[src/rtl/lsp_pkg.sv]
// lsp_pkg: shared constants, types and key decode for the limit-spec parser
// no dependencies; used by every other file of the block
`timescale 1ns / 1ps
`default_nettype none

package lsp_pkg;

   // width of the parsed value, 32 to 64; the result field stays 64 bits
   localparam int VALUE_WIDTH = 64;
   localparam int LIMIT_WIDTH = 64;
   localparam int ACC_X_WIDTH = VALUE_WIDTH + 4;

   // result queue
   localparam int QUEUE_DEPTH = 4;
   localparam int QUEUE_PTR_WIDTH = $clog2(QUEUE_DEPTH);
   localparam int QUEUE_CNT_WIDTH = $clog2(QUEUE_DEPTH + 1);

   // characters
   localparam logic [7:0] CH_BANG  = 8'h21;
   localparam logic [7:0] CH_SPACE = 8'h20;
   localparam logic [7:0] CH_ZERO  = 8'h30;
   localparam logic [7:0] CH_NINE  = 8'h39;
   localparam logic [7:0] CH_SOFT  = 8'h53;
   localparam logic [7:0] CH_HARD  = 8'h48;
   localparam logic [7:0] CH_KILO  = 8'h4B;
   localparam logic [7:0] CH_MEGA  = 8'h4D;
   localparam logic [7:0] CH_GIGA  = 8'h47;
   localparam logic [7:0] CH_TERA  = 8'h54;

   localparam logic [5:0] SHIFT_KILO = 6'd10;
   localparam logic [5:0] SHIFT_MEGA = 6'd20;
   localparam logic [5:0] SHIFT_GIGA = 6'd30;
   localparam logic [5:0] SHIFT_TERA = 6'd40;

   localparam logic KIND_ASSIGN = 1'b0;
   localparam logic KIND_STATUS = 1'b1;

   typedef struct packed {
      logic                   kind;
      logic [3:0]             resource;
      logic                   set_soft;
      logic                   set_hard;
      logic [LIMIT_WIDTH-1:0] limit_value;
      logic                   success;
      logic                   last_of_run;
   } rsp_type;

   // up to two words handed together from the parser to the result queue
   typedef struct packed {
      logic [1:0] count;
      rsp_type    first;
      rsp_type    second;
   } push_type;

   typedef struct packed {
      logic       hit;
      logic [3:0] resource;
   } key_type;

   function automatic key_type key_decode(input logic [7:0] ch);
      key_type k;
      k.hit = 1'b1;
      unique case (ch)
         8'h74:   k.resource = 4'd0;   // t cpu
         8'h66:   k.resource = 4'd1;   // f fsize
         8'h64:   k.resource = 4'd2;   // d data
         8'h73:   k.resource = 4'd3;   // s stack
         8'h63:   k.resource = 4'd4;   // c core
         8'h6D:   k.resource = 4'd5;   // m rss
         8'h75:   k.resource = 4'd6;   // u nproc
         8'h6E:   k.resource = 4'd7;   // n nofile
         8'h6C:   k.resource = 4'd8;   // l memlock
         8'h76:   k.resource = 4'd9;   // v as
         8'h69:   k.resource = 4'd11;  // i sigpending
         8'h71:   k.resource = 4'd12;  // q msgqueue
         8'h65:   k.resource = 4'd13;  // e nice
         8'h72:   k.resource = 4'd14;  // r rtprio
         default: begin
            k.hit      = 1'b0;
            k.resource = 4'd0;
         end
      endcase
      return k;
   endfunction

endpackage

`default_nettype wire

[src/rtl/lsp_if.sv]
// lsp_if: valid/ready channel interfaces for input bytes and results
// depends on lsp_pkg for the result width
`timescale 1ns / 1ps
`default_nettype none

interface lsp_req_if;
   logic       valid;
   logic       ready;
   logic [7:0] char_byte;
   logic       end_of_text;

   modport source (output valid, output char_byte, output end_of_text, input ready);
   modport sink (input valid, input char_byte, input end_of_text, output ready);
endinterface

interface lsp_rsp_if;
   logic                           valid;
   logic                           ready;
   logic                           kind;
   logic [3:0]                     resource;
   logic                           set_soft;
   logic                           set_hard;
   logic [lsp_pkg::LIMIT_WIDTH-1:0] limit_value;
   logic                           success;
   logic                           last_of_run;

   modport source (output valid, output kind, output resource, output set_soft,
                   output set_hard, output limit_value, output success,
                   output last_of_run, input ready);
   modport sink (input valid, input kind, input resource, input set_soft,
                 input set_hard, input limit_value, input success,
                 input last_of_run, output ready);
endinterface

`default_nettype wire

[src/rtl/lsp_parse.sv]
// lsp_parse: parser state registers and the per-byte decision logic
// depends on lsp_pkg; produces up to two result words per accepted byte
`timescale 1ns / 1ps
`default_nettype none

module lsp_parse (
   input  wire logic              clock,
   input  wire logic              reset,
   input  wire logic              accept,
   input  wire logic [7:0]        char_byte,
   input  wire logic              end_of_text,
   output lsp_pkg::push_type      push
);

   typedef enum logic [1:0] {
      PH_KEY    = 2'd0,
      PH_FIRST  = 2'd1,
      PH_DIGITS = 2'd2
   } phase_type;

   typedef enum logic [1:0] {
      MODE_BOTH = 2'd0,
      MODE_SOFT = 2'd1,
      MODE_HARD = 2'd2
   } mode_type;

   localparam int VW = lsp_pkg::VALUE_WIDTH;
   localparam int XW = lsp_pkg::ACC_X_WIDTH;

   phase_type         phase_ff, phase_in;
   mode_type          mode_ff, mode_in;
   logic [3:0]        res_ff, res_in;
   logic [VW-1:0]     acc_ff, acc_in;
   logic              err_ff, err_in;

   logic              is_digit;
   logic [XW-1:0]     acc_x10;
   logic              acc_ovf;
   logic [5:0]        shift;
   lsp_pkg::key_type  key;
   logic              consumed;
   logic              do_assign;
   logic [VW-1:0]     assign_val;
   logic              ok;
   lsp_pkg::rsp_type  assign_word;
   lsp_pkg::rsp_type  status_word;

   assign is_digit = (char_byte >= lsp_pkg::CH_ZERO) && (char_byte <= lsp_pkg::CH_NINE);
   // acc * 10 + digit, overflow when anything lands above the value width
   assign acc_x10 = ({4'b0000, acc_ff} << 3) + ({4'b0000, acc_ff} << 1)
                  + XW'(char_byte[3:0]);
   assign acc_ovf = acc_x10[XW-1:VW] != 4'b0000;
   assign key = lsp_pkg::key_decode(char_byte);

   always_comb begin
      priority case (char_byte)
         lsp_pkg::CH_KILO: shift = lsp_pkg::SHIFT_KILO;
         lsp_pkg::CH_MEGA: shift = lsp_pkg::SHIFT_MEGA;
         lsp_pkg::CH_GIGA: shift = lsp_pkg::SHIFT_GIGA;
         lsp_pkg::CH_TERA: shift = lsp_pkg::SHIFT_TERA;
         default:          shift = 6'd0;
      endcase
   end

   always_comb begin
      phase_in   = phase_ff;
      mode_in    = mode_ff;
      res_in     = res_ff;
      acc_in     = acc_ff;
      err_in     = err_ff;
      consumed   = 1'b0;
      do_assign  = 1'b0;
      assign_val = acc_ff;
      ok         = 1'b0;

      if (!err_ff) begin
         unique case (phase_ff)
            PH_DIGITS: begin
               if (is_digit) begin
                  if (acc_ovf) begin
                     err_in = 1'b1;
                  end else begin
                     acc_in = acc_x10[VW-1:0];
                  end
                  consumed = 1'b1;
               end else begin
                  // a suffix is eaten, any other byte goes on as the next key
                  do_assign  = 1'b1;
                  assign_val = acc_ff << shift;
                  phase_in   = PH_KEY;
                  acc_in     = '0;
                  consumed   = shift != 6'd0;
               end
            end
            PH_FIRST: begin
               if (char_byte == lsp_pkg::CH_BANG) begin
                  do_assign  = 1'b1;
                  assign_val = '1;
                  phase_in   = PH_KEY;
                  acc_in     = '0;
               end else if (is_digit) begin
                  acc_in   = VW'(char_byte[3:0]);
                  phase_in = PH_DIGITS;
               end else begin
                  err_in = 1'b1;
               end
               consumed = 1'b1;
            end
            default: begin
            end
         endcase

         if (!consumed && !err_in) begin
            priority if (char_byte == lsp_pkg::CH_SOFT) begin
               mode_in = MODE_SOFT;
            end else if (char_byte == lsp_pkg::CH_HARD) begin
               mode_in = MODE_HARD;
            end else if (key.hit) begin
               res_in   = key.resource;
               acc_in   = '0;
               phase_in = PH_FIRST;
            end else if (char_byte > lsp_pkg::CH_SPACE) begin
               err_in = 1'b1;
            end else begin
               // whitespace is skipped
            end
         end
      end

      if (end_of_text) begin
         // digits running into the end still give their assignment
         if (!err_in && phase_in == PH_DIGITS) begin
            do_assign  = 1'b1;
            assign_val = acc_in;
         end
         ok       = !err_in && phase_in != PH_FIRST;
         phase_in = PH_KEY;
         mode_in  = MODE_BOTH;
         res_in   = 4'd0;
         acc_in   = '0;
         err_in   = 1'b0;
      end
   end

   always_comb begin
      assign_word.kind        = lsp_pkg::KIND_ASSIGN;
      assign_word.resource    = res_ff;
      assign_word.set_soft    = mode_ff != MODE_HARD;
      assign_word.set_hard    = mode_ff != MODE_SOFT;
      assign_word.limit_value = lsp_pkg::LIMIT_WIDTH'(assign_val);
      assign_word.success     = 1'b0;
      assign_word.last_of_run = !end_of_text;

      status_word.kind        = lsp_pkg::KIND_STATUS;
      status_word.resource    = 4'd0;
      status_word.set_soft    = 1'b0;
      status_word.set_hard    = 1'b0;
      status_word.limit_value = '0;
      status_word.success     = ok;
      status_word.last_of_run = 1'b1;

      push.count  = 2'd0;
      push.first  = assign_word;
      push.second = status_word;
      if (accept) begin
         push.count = {1'b0, do_assign} + {1'b0, end_of_text};
         if (!do_assign) begin
            push.first = status_word;
         end
      end
   end

   always_ff @(posedge clock) begin
      if (reset) begin
         phase_ff <= PH_KEY;
         mode_ff  <= MODE_BOTH;
         res_ff   <= 4'd0;
         acc_ff   <= '0;
         err_ff   <= 1'b0;
      end else if (accept) begin
         phase_ff <= phase_in;
         mode_ff  <= mode_in;
         res_ff   <= res_in;
         acc_ff   <= acc_in;
         err_ff   <= err_in;
      end
   end

endmodule

`default_nettype wire

[src/rtl/lsp_queue.sv]
// lsp_queue: small result queue, takes up to two words per cycle, gives one
// while out_ready is high; depends on lsp_pkg for the word type and depth
`timescale 1ns / 1ps
`default_nettype none

module lsp_queue (
   input  wire logic              clock,
   input  wire logic              reset,
   input  wire lsp_pkg::push_type push,
   output logic                   room,
   output logic                   out_valid,
   input  wire logic              out_ready,
   output lsp_pkg::rsp_type       out_word
);

   localparam int PW = lsp_pkg::QUEUE_PTR_WIDTH;
   localparam int CW = lsp_pkg::QUEUE_CNT_WIDTH;

   lsp_pkg::rsp_type  entry_ff [lsp_pkg::QUEUE_DEPTH];
   logic [PW-1:0]     wr_ptr_ff, wr_ptr_in;
   logic [PW-1:0]     rd_ptr_ff, rd_ptr_in;
   logic [CW-1:0]     count_ff, count_in;
   logic [PW-1:0]     wr_next;
   logic              pop;

   // room for a worst-case byte (assignment plus status)
   assign room      = count_ff <= CW'(lsp_pkg::QUEUE_DEPTH - 2);
   assign out_valid = count_ff != '0;
   assign out_word  = entry_ff[rd_ptr_ff];
   assign pop       = out_valid && out_ready;
   assign wr_next   = wr_ptr_ff + PW'(1);

   assign wr_ptr_in = wr_ptr_ff + PW'(push.count);
   assign rd_ptr_in = rd_ptr_ff + PW'(pop);
   assign count_in  = count_ff + CW'(push.count) - CW'(pop);

   always_ff @(posedge clock) begin
      if (push.count != 2'd0) begin
         entry_ff[wr_ptr_ff] <= push.first;
      end
      if (push.count == 2'd2) begin
         entry_ff[wr_next] <= push.second;
      end
   end

   always_ff @(posedge clock) begin
      if (reset) begin
         wr_ptr_ff <= '0;
         rd_ptr_ff <= '0;
         count_ff  <= '0;
      end else begin
         wr_ptr_ff <= wr_ptr_in;
         rd_ptr_ff <= rd_ptr_in;
         count_ff  <= count_in;
      end
   end

endmodule

`default_nettype wire

[src/rtl/resource_limit_spec_parser.sv]
// resource_limit_spec_parser: top level of the limit-spec byte parser
// depends on lsp_pkg, lsp_if, lsp_parse and lsp_queue
//
//   channel   dir  handshake          words
//   req_bus   in   valid/ready        char_byte[7:0], end_of_text
//   rsp_bus   out  valid/ready        kind, resource, set_soft, set_hard,
//                                     limit_value[63:0], success, last_of_run
//
// one byte per cycle: the byte is decoded and the parser state updated in the
// cycle it is taken, its results land in a four-word queue and leave one a cycle.
// a byte gives zero, one or two words; bytes are taken while the queue has two free.
// reset is synchronous and returns the parser to the start of a string.
// a stalled result side holds the queue and then the input, nothing is dropped.
`timescale 1ns / 1ps
`default_nettype none

module resource_limit_spec_parser (
   input  wire logic  clock,
   input  wire logic  reset,
   lsp_req_if.sink    req_bus,
   lsp_rsp_if.source  rsp_bus
);

   lsp_pkg::push_type push;
   lsp_pkg::rsp_type  out_word;
   logic              room;
   logic              accept;

   assign req_bus.ready = room;
   assign accept        = req_bus.valid && room;

   lsp_parse u_parse (
      .clock       (clock),
      .reset       (reset),
      .accept      (accept),
      .char_byte   (req_bus.char_byte),
      .end_of_text (req_bus.end_of_text),
      .push        (push)
   );

   lsp_queue u_queue (
      .clock     (clock),
      .reset     (reset),
      .push      (push),
      .room      (room),
      .out_valid (rsp_bus.valid),
      .out_ready (rsp_bus.ready),
      .out_word  (out_word)
   );

   assign rsp_bus.kind        = out_word.kind;
   assign rsp_bus.resource    = out_word.resource;
   assign rsp_bus.set_soft    = out_word.set_soft;
   assign rsp_bus.set_hard    = out_word.set_hard;
   assign rsp_bus.limit_value = out_word.limit_value;
   assign rsp_bus.success     = out_word.success;
   assign rsp_bus.last_of_run = out_word.last_of_run;

endmodule

`default_nettype wire

[src/flat_wrapper.sv]
// flat-port wrapper written by rule: the top's interface ports become plain ports
module resource_limit_spec_parser_flat 
  (clock, reset, req_bus_valid, req_bus_char_byte, req_bus_end_of_text, req_bus_ready, rsp_bus_valid, rsp_bus_kind, rsp_bus_resource, rsp_bus_set_soft, rsp_bus_set_hard, rsp_bus_limit_value, rsp_bus_success, rsp_bus_last_of_run, rsp_bus_ready);
  lsp_req_if req_bus_i ();
  lsp_rsp_if rsp_bus_i ();
  input  wire logic clock;
  input  wire logic reset;
  input wire logic [$bits(req_bus_i.valid)-1:0] req_bus_valid;
  input wire logic [$bits(req_bus_i.char_byte)-1:0] req_bus_char_byte;
  input wire logic [$bits(req_bus_i.end_of_text)-1:0] req_bus_end_of_text;
  output wire logic [$bits(req_bus_i.ready)-1:0] req_bus_ready;
  output wire logic [$bits(rsp_bus_i.valid)-1:0] rsp_bus_valid;
  output wire logic [$bits(rsp_bus_i.kind)-1:0] rsp_bus_kind;
  output wire logic [$bits(rsp_bus_i.resource)-1:0] rsp_bus_resource;
  output wire logic [$bits(rsp_bus_i.set_soft)-1:0] rsp_bus_set_soft;
  output wire logic [$bits(rsp_bus_i.set_hard)-1:0] rsp_bus_set_hard;
  output wire logic [$bits(rsp_bus_i.limit_value)-1:0] rsp_bus_limit_value;
  output wire logic [$bits(rsp_bus_i.success)-1:0] rsp_bus_success;
  output wire logic [$bits(rsp_bus_i.last_of_run)-1:0] rsp_bus_last_of_run;
  input wire logic [$bits(rsp_bus_i.ready)-1:0] rsp_bus_ready;
  assign req_bus_i.valid = req_bus_valid;
  assign req_bus_i.char_byte = req_bus_char_byte;
  assign req_bus_i.end_of_text = req_bus_end_of_text;
  assign req_bus_ready = req_bus_i.ready;
  assign rsp_bus_valid = rsp_bus_i.valid;
  assign rsp_bus_kind = rsp_bus_i.kind;
  assign rsp_bus_resource = rsp_bus_i.resource;
  assign rsp_bus_set_soft = rsp_bus_i.set_soft;
  assign rsp_bus_set_hard = rsp_bus_i.set_hard;
  assign rsp_bus_limit_value = rsp_bus_i.limit_value;
  assign rsp_bus_success = rsp_bus_i.success;
  assign rsp_bus_last_of_run = rsp_bus_i.last_of_run;
  assign rsp_bus_i.ready = rsp_bus_ready;
  resource_limit_spec_parser u_core (.clock(clock), .reset(reset), .req_bus(req_bus_i), .rsp_bus(rsp_bus_i));
endmodule
[config.mk]
export PLATFORM = sky130hd
export DESIGN_NAME = resource_limit_spec_parser_flat
export DESIGN_NICKNAME = d
export VERILOG_FILES = /design/src/rtl/lsp_pkg.sv /design/src/rtl/lsp_if.sv /design/src/rtl/lsp_parse.sv /design/src/rtl/lsp_queue.sv /design/src/rtl/resource_limit_spec_parser.sv /design/src/flat_wrapper.sv
export SDC_FILE = /design/constraint.sdc
export NUM_CORES = 1
export LEC_CHECK = 0
export ABC_AREA = 1
export BUFFER_PORTS_ARGS = -buffer_cell sky130_fd_sc_hd__buf_2
export CAP_MARGIN = 20
export CELL_PAD_IN_SITES_DETAIL_PLACEMENT = 0
export CELL_PAD_IN_SITES_GLOBAL_PLACEMENT = 1
export CORE_MARGIN = 8
export CORE_UTILIZATION = 45
export CTS_BUF_LIST = sky130_fd_sc_hd__clkbuf_4 sky130_fd_sc_hd__clkbuf_8 sky130_fd_sc_hd__clkbuf_16
export CTS_CLUSTER_SIZE = 12
export DETAILED_ROUTE_END_ITERATION = 10
export PLACE_DENSITY = 0.83
export SYNTH_ARGS = -nofsm -noshare
export SYNTH_HDL_FRONTEND = slang
export SYNTH_SLANG_ARGS = --single-unit
[constraint.sdc]
create_clock -name clock -period 7.1 [get_ports clock]
set_clock_uncertainty 0.05 [all_clocks]
set_input_delay 1.065 -clock clock [delete_from_list [all_inputs] [get_ports clock]]
set_output_delay 1.065 -clock clock [all_outputs]
set_load 0.05 [all_outputs]
== Word level (Yosys, flattened, before mapping) ==
Memories as Yosys holds them, arrays and structs flattened. A register that Yosys moved wholly into a read port is not among the register bits.
Index checks and enable logic that the tools add are counted.
W data, S select, Z words.

* Register bits after elaboration: 80
* Latch bits: 0
* Memory bits (writable): 292
* Bits in read-only memories: 0
* Bits of input ports: 13
* Output and inout port bits: 75
* Word-level logic and storage cells: 143
* Memories: 1

{| class="wikitable"
|+ Memory list
! memory !! depth !! bits a word !! read ports !! clocked after Yosys merged registers in !! wr ports !! line !! source
|-
| u_core.u_queue.entry_ff || 4 || 73 || 1 || 1 || 2 || lsp_queue.sv:19 || <nowiki>lsp_pkg::rsp_type entry_ff [lsp_pkg::QUEUE_DEPTH];</nowiki>
|}

* $add $sub $neg: 8
* Multipliers: 0
* Div/mod/pow operators: 0
* Order comparisons: 4
* Eq/ne operators: 31
* Shifts and indexed selects: 1
* Multiplexer cells: 70
* Bitwise gates (word level): 0
* Reduce and logical (&&, ||, !) cells: 20

{| class="wikitable"
|+ Operator list
! kind !! number
|-
| $mux W64 || 15
|-
| $pmux W64 S2 || 2
|-
| $eq A8 B7 Y1 const B || 20
|-
| $mux W75 || 1
|-
| $mux W73 || 1
|-
| $add A67 B65 Y68 || 1
|-
| $add A68 B4 Y68 || 1
|-
| $shl A64 B6 Y64 || 1
|-
| $pmux W4 S13 || 1
|-
| $mux W2 || 15
|-
| $mux W1 || 24
|-
| $mux W4 || 6
|-
| $pmux W6 S4 || 1
|-
| $reduce_or A14 Y1 || 1
|-
| $eq A8 B6 Y1 const B || 1
|-
| $ge A8 B6 Y1 const B || 1
|-
| $gt A8 B6 Y1 const B || 1
|-
| $le A8 B6 Y1 const B || 1
|-
| $ne A2 B2 Y1 const B || 4
|-
| $eq A2 B2 Y1 const B || 3
|-
| $logic_and A1 B1 Y1 || 6
|-
| $pmux W1 S2 || 3
|-
| $reduce_and A6 Y1 || 1
|-
| $reduce_bool A2 Y1 || 3
|-
| 15 further kinds || 20
|}

== Logic depth before layout (Yosys ltp) ==
* Depth in word-level cells: 22
* Gate-level depth with buffers: 38
* Depth with buffers taken out: 35

== By module ==
Synthesis repeated with hierarchy kept, for this count alone.

* Cells, all modules: 4656
* Area total of the unflattened synthesis: 31028.5 um^2

{| class="wikitable"
|+ Modules (own cells, without submodules)
! module !! times used !! cells each !! area an instance (um^2) !! sequential area each (um^2)
|-
| lsp_parse || 1 || 3161 || 16331.9 || 1461.4
|-
| lsp_queue || 1 || 1493 || 14689.1 || 8908.5
|-
| resource_limit_spec_parser || 1 || 2 || 7.5 || 0.0
|}

== Least setup slack after synthesis ==
Ideal clock, no wire load.

* Path kind: in2reg
* Start point: input port req_bus_char_byte[3]
* End point: memory u_core.u_queue.entry_ff[2][11] (netlist name)
* Setup time: 0.114 ns
* Data arrival time: 5.521 ns
* Required time: 6.936 ns
* Slack: 1.415 ns
* Stages: 35
* Path buffers: 3
* Cells stage by stage: inv_2 > fa_1 > inv_1 > fa_1 > nand2_1 > nand2_1 > nand3_1 > nand2_1 > nand2_1 > nand2_1 > nand2_1 > nand2_1 > nand2_1 > nand3_1 > nand2_1 > nor2_4 > nand2_4 > nand2_4 > nand4_2 > nor3_2 > buf_4 > buf_4 > nor2_1 > inv_1 > ha_1 > inv_1 > nor2_1 > nor2_1 > nor3_1 > inv_1 > nand2_1 > inv_2 > clkbuf_1 > nand2_1 > nand2_1

{| class="wikitable"
|+ RTL lines
! item !! line !! source
|-
| from (decl) || flat_wrapper.sv:9 || <nowiki>input wire logic [$bits(req_bus_i.char_byte)-1:0] req_bus_char_byte;</nowiki>
|-
| to (decl) || lsp_queue.sv:19 ||
|}

==> results by group <==
Finish
  – Syn-to-layout area delta: 7.25%
  – Share of layout cells above drive strength 1: roughly 7.0%
  – Nets: approximately 5,000
  – Post-route design area: 30,900 µm²
  – Post-Layout Cell Count: 5,648
  – Antenna Cells: 0

GRT
  – Grt ovf: 0
  – Largest net degree at the start of global routing: 83
  – Met3 Use GR: 5.40%
  – Met1 usage: 44.2%
  – First-pass GRT wire length: between 150,000 and 200,000 µm
  – Antenna violations before repair: 0
  – Global Route Usage Sum: a little under a third
  – Busiest grt layer: met2
  – Vias in the first global route: 29,700
  – Met2 global-route usage: 48.6%

Die
  – Row cnt: 92
  – Die area: 72,300 µm²
  – Die width: 269 µm
  – Starting Density: a little under half
  – Core area: around 63,000 µm²
  – I/O pin cnt: 88
  – Die H: 269 µm

Clocking
  – Postcts setup bufs: 0
  – CTS Sinks: 372
  – Htree depth: 2
  – Worst-skew pair later-pin latency: 0.59 ns
  – CTS clock-pin slew for the worst setup and hold paths: 0.06 ns
  – TritonCTS clock tree: done
  – Clk buf depth: 3
  – CTS Buf Count: 42
  – Root Buffer: clkbuf_16
  – Cts repair resizes: 0
  – Hold buffers post-CTS: 0

Route
  – Routed len/inst: approximately 21 µm
  – Initial DRT Pass Iterations: 6
  – Residual DRC: 0
  – DR iter-0 viols: 4,050
  – Post-route ant nets: 0
  – Vias per Instance: 5.80
  – Final wirelength: 118,000 µm
  – Routed vias: around 33,000

Worst setup path
  – Reg-to-reg critical path endpoint: u_core.u_queue.entry_ff[3][50]$_SDFFE_PP0P_
  – Worst path top cell family by delay: simple AND/OR/NAND/NOR gates
  – Crit Path Max Fanout: 31
  – Reg-to-reg slack, setup: between 1 and 1.5 ns
  – FF-to-FF path depth: 36
  – Required time worst endpoint: approximately 7.5 ns
  – Nature of the critical path endpoint: flip-flop
  – Levels on crit path: 37
  – Slowest stage delay, CP: approximately 0.53 ns
  – R2r startpoint: u_core.u_parse.acc_ff[0]$_SDFFE_PP0P_
  – Type of origin of the critical path: input port
  – CP Buf/Inv Count: 10
  – Critical Path AT: between 6 and 7 ns
  – Crit path top cell by count: nand2_1
  – Crit path kind: input port to flip-flop
  – Worst path slowest cell: fa_1

Hold path
  – Type of the worst min-delay path: flip-flop to flip-flop
  – Hold path cells: 2
  – Worst Hold Path EP: u_core.u_queue.entry_ff[2][71]$_SDFFE_PP0P_
  – Min-delay src: u_core.u_queue.entry_ff[2][71]$_SDFFE_PP0P_

STA
  – RSZ-0062 raised after global routing: false
  – Final setup TNS: 0 ns
  – Max-slew violations: 0
  – Maximum clock rate: 169 MHz
  – Final Hold Fails: 0
  – Tcrit/Tclk final: between 80% and 90%
  – Final setup viols: 0
  – Crit path time final: slightly below 6 ns
  – Slew at the pin with the worst max-slew slack: 1.09 ns
  – Slew HR: ~27%

Yosys
  – Avg Cell Area, Syn: roughly 5.9 µm²
  – Number of synthesized flops with an enable pin: 4
  – Main flop type after synthesis: dfxtp_1
  – #FFs+latches synth: 372
  – Synth Net Count: around 5,000
  – Sequential fraction of the synthesis area: between 20% and 30%
  – Cell variety after synth: 54
  – Post-synth ARST share: 0%
  – Syn. warnings: 0
  – Mapped Cells: 4,870
  – Synth Cell Area: 28,800 µm²

Place
  – Placed cells: approximately 5,600
  – Post-DP Area: 29,500 µm²
  – PortBufs: between 80 and 90
  – HPWL after DPL: 82,800 µm
  – RePlAce Congestion: 1.04

Power and ir drop
  – Worst vdd ir: roughly 180 µV
  – LEAKAGE: around 15 nW
  – Pwr dens: 223 nW/µm²

Outcome
  – Outcome: completed

Flow run
  – Max_cap viols: 0
through the flow:
step                      util, %  total power [mW]  hold WS (ns)  worst slack [ns]
after floorplan                 -              4.15         0.371              1.42
after global placement       46.7              4.72         0.381             0.708
after detailed placement     46.7              4.72         0.384             0.740
after CTS                    48.8              6.89         0.399              1.31
after global routing         48.8              7.15         0.413             0.772
final                        48.8              6.88         0.399              1.19
Yosys cell counts (6+ instances only):
library cell  instances  area (µm²)
o221ai_1             12         105
or2_2                24         150
o21ai_0             376        1880
nand3_1             247        1240
ha_1                136        1700
o21bai_1             16         120
o22ai_1              95         594
buf_2                41         205
xnor2_1              23         201
clkbuf_1            191         717
nand3b_1             17         128
nand2_1            1801        6760
o21ai_1              13        65.1
a22oi_1              11        82.6
nor3_1               35         175
buf_6                26         293
nor2_1              369        1390
xor2_1                6        52.6
a21oi_1             265        1330
buf_4                 7        52.6
inv_1               354        1330
inv_2                56         210
nand4_1             265        1660
o211ai_1             32         240
buf_1                16        60.1
dfxtp_1             368        7370
cell type report:
| type | count | area [µm²] |
|---|---|---|
| fill | 6862 | 32300 |
| multi-input combinational | 3800 | 18500 |
| sequential | 372 | 7490 |
| inverter | 415 | 1560 |
| clock buffer | 62 | 1260 |
| tap | 846 | 1060 |
| timing repair buffer | 141 | 928 |
| clock inverter | 12 | 98.8 |
cells by family after synthesis:
family	count (synthesis)	synth area share, %
flip-flops	372	26.0
XOR/XNOR	29	0.883
AO/OA/AOI/OAI	837	15.8
adder cells (fa/ha/maj)	139	6.12
multiplexers	3	0.104
buffers and inverters	698	10.1
AND/OR/NAND/NOR	2792	40.9
sequential cells by signal, summed over array words and instances, names as in the netlist:
name,flops
u_core.u_parse.acc_ff,64
u_core.u_parse.err_ff,1
u_core.u_parse.mode_ff,2
u_core.u_parse.phase_ff,2
u_core.u_parse.res_ff,4
u_core.u_queue.count_ff,3
u_core.u_queue.entry_ff,292
u_core.u_queue.rd_ptr_ff,2
u_core.u_queue.wr_ptr_ff,2
power by group:
group / internal, mW / switching, mW / total (mW)
logic: 0.510 / 1.89 / 2.40
registers: 2.17 / 0.113 / 2.28
clock network: 1.24 / 0.949 / 2.19
worst max path at each step:
| stage | start | to | slack, ns |
|---|---|---|---|
| floorplan | req_bus_char_byte[3] | u_core.u_queue.entry_ff[2][11]$_SDFFE_PP0P_ | 1.42 |
| global placement | req_bus_char_byte[3] | u_core.u_queue.entry_ff[3][42]$_SDFFE_PP0P_ | 0.71 |
| detailed placement | req_bus_char_byte[3] | u_core.u_queue.entry_ff[3][50]$_SDFFE_PP0P_ | 0.74 |
| CTS | req_bus_char_byte[3] | u_core.u_queue.entry_ff[3][50]$_SDFFE_PP0P_ | 1.31 |
| global route | req_bus_char_byte[3] | u_core.u_queue.entry_ff[3][47]$_SDFFE_PP0P_ | 0.77 |
| finish | req_bus_char_byte[3] | u_core.u_queue.entry_ff[3][50]$_SDFFE_PP0P_ | 1.19 |
tightest hold or removal path: stages (launching register included):
cell,delay [ns]
dfxtp_1,0.31
nand2_1,0.06
nand2_1,0.04
layer usage:
| layer | vias to the layer above | part of all wire (%) |
|---|---|---|
| met4 | 0 | 3.1 |
| met5 | - | 0 |
| met2 | 1430 | 43 |
| li1 | 15900 | - |
| met3 | 197 | 9.4 |
| met1 | 15300 | 44 |
placed cells by master, fill, tap and decap left out, types with 5 or more instances in the layout:
| cell | synthesis | layout |
|---|---|---|
| nor3_1 | 35 | 32 |
| clkinv_2 | 0 | 5 |
| nand3b_1 | 17 | 17 |
| ha_1 | 136 | 136 |
| buf_12 | 0 | 7 |
| dfxtp_1 | 368 | 365 |
| a22oi_1 | 11 | 11 |
| nand3_1 | 247 | 246 |
| nor2_4 | 4 | 7 |
| nor2_2 | 5 | 5 |
| nor2_1 | 369 | 366 |
| o22ai_1 | 95 | 95 |
| clkbuf_8 | 0 | 7 |
| clkbuf_16 | 0 | 43 |
| nand2_1 | 1801 | 1799 |
| xor2_1 | 6 | 6 |
| a21oi_1 | 265 | 264 |
| o21ai_1 | 13 | 13 |
| o21bai_1 | 16 | 16 |
| clkbuf_4 | 0 | 12 |
| or2_2 | 24 | 24 |
| nand4_1 | 265 | 265 |
| inv_1 | 354 | 352 |
| inv_2 | 56 | 57 |
| buf_2 | 41 | 87 |
| nor4_1 | 5 | 5 |
| nand2_2 | 4 | 6 |
| xnor2_1 | 23 | 23 |
| o221ai_1 | 12 | 12 |
| o21ai_0 | 376 | 376 |
| o211ai_1 | 32 | 32 |
| buf_4 | 7 | 47 |
Note: power is estimated with default switching activity, not from simulation.
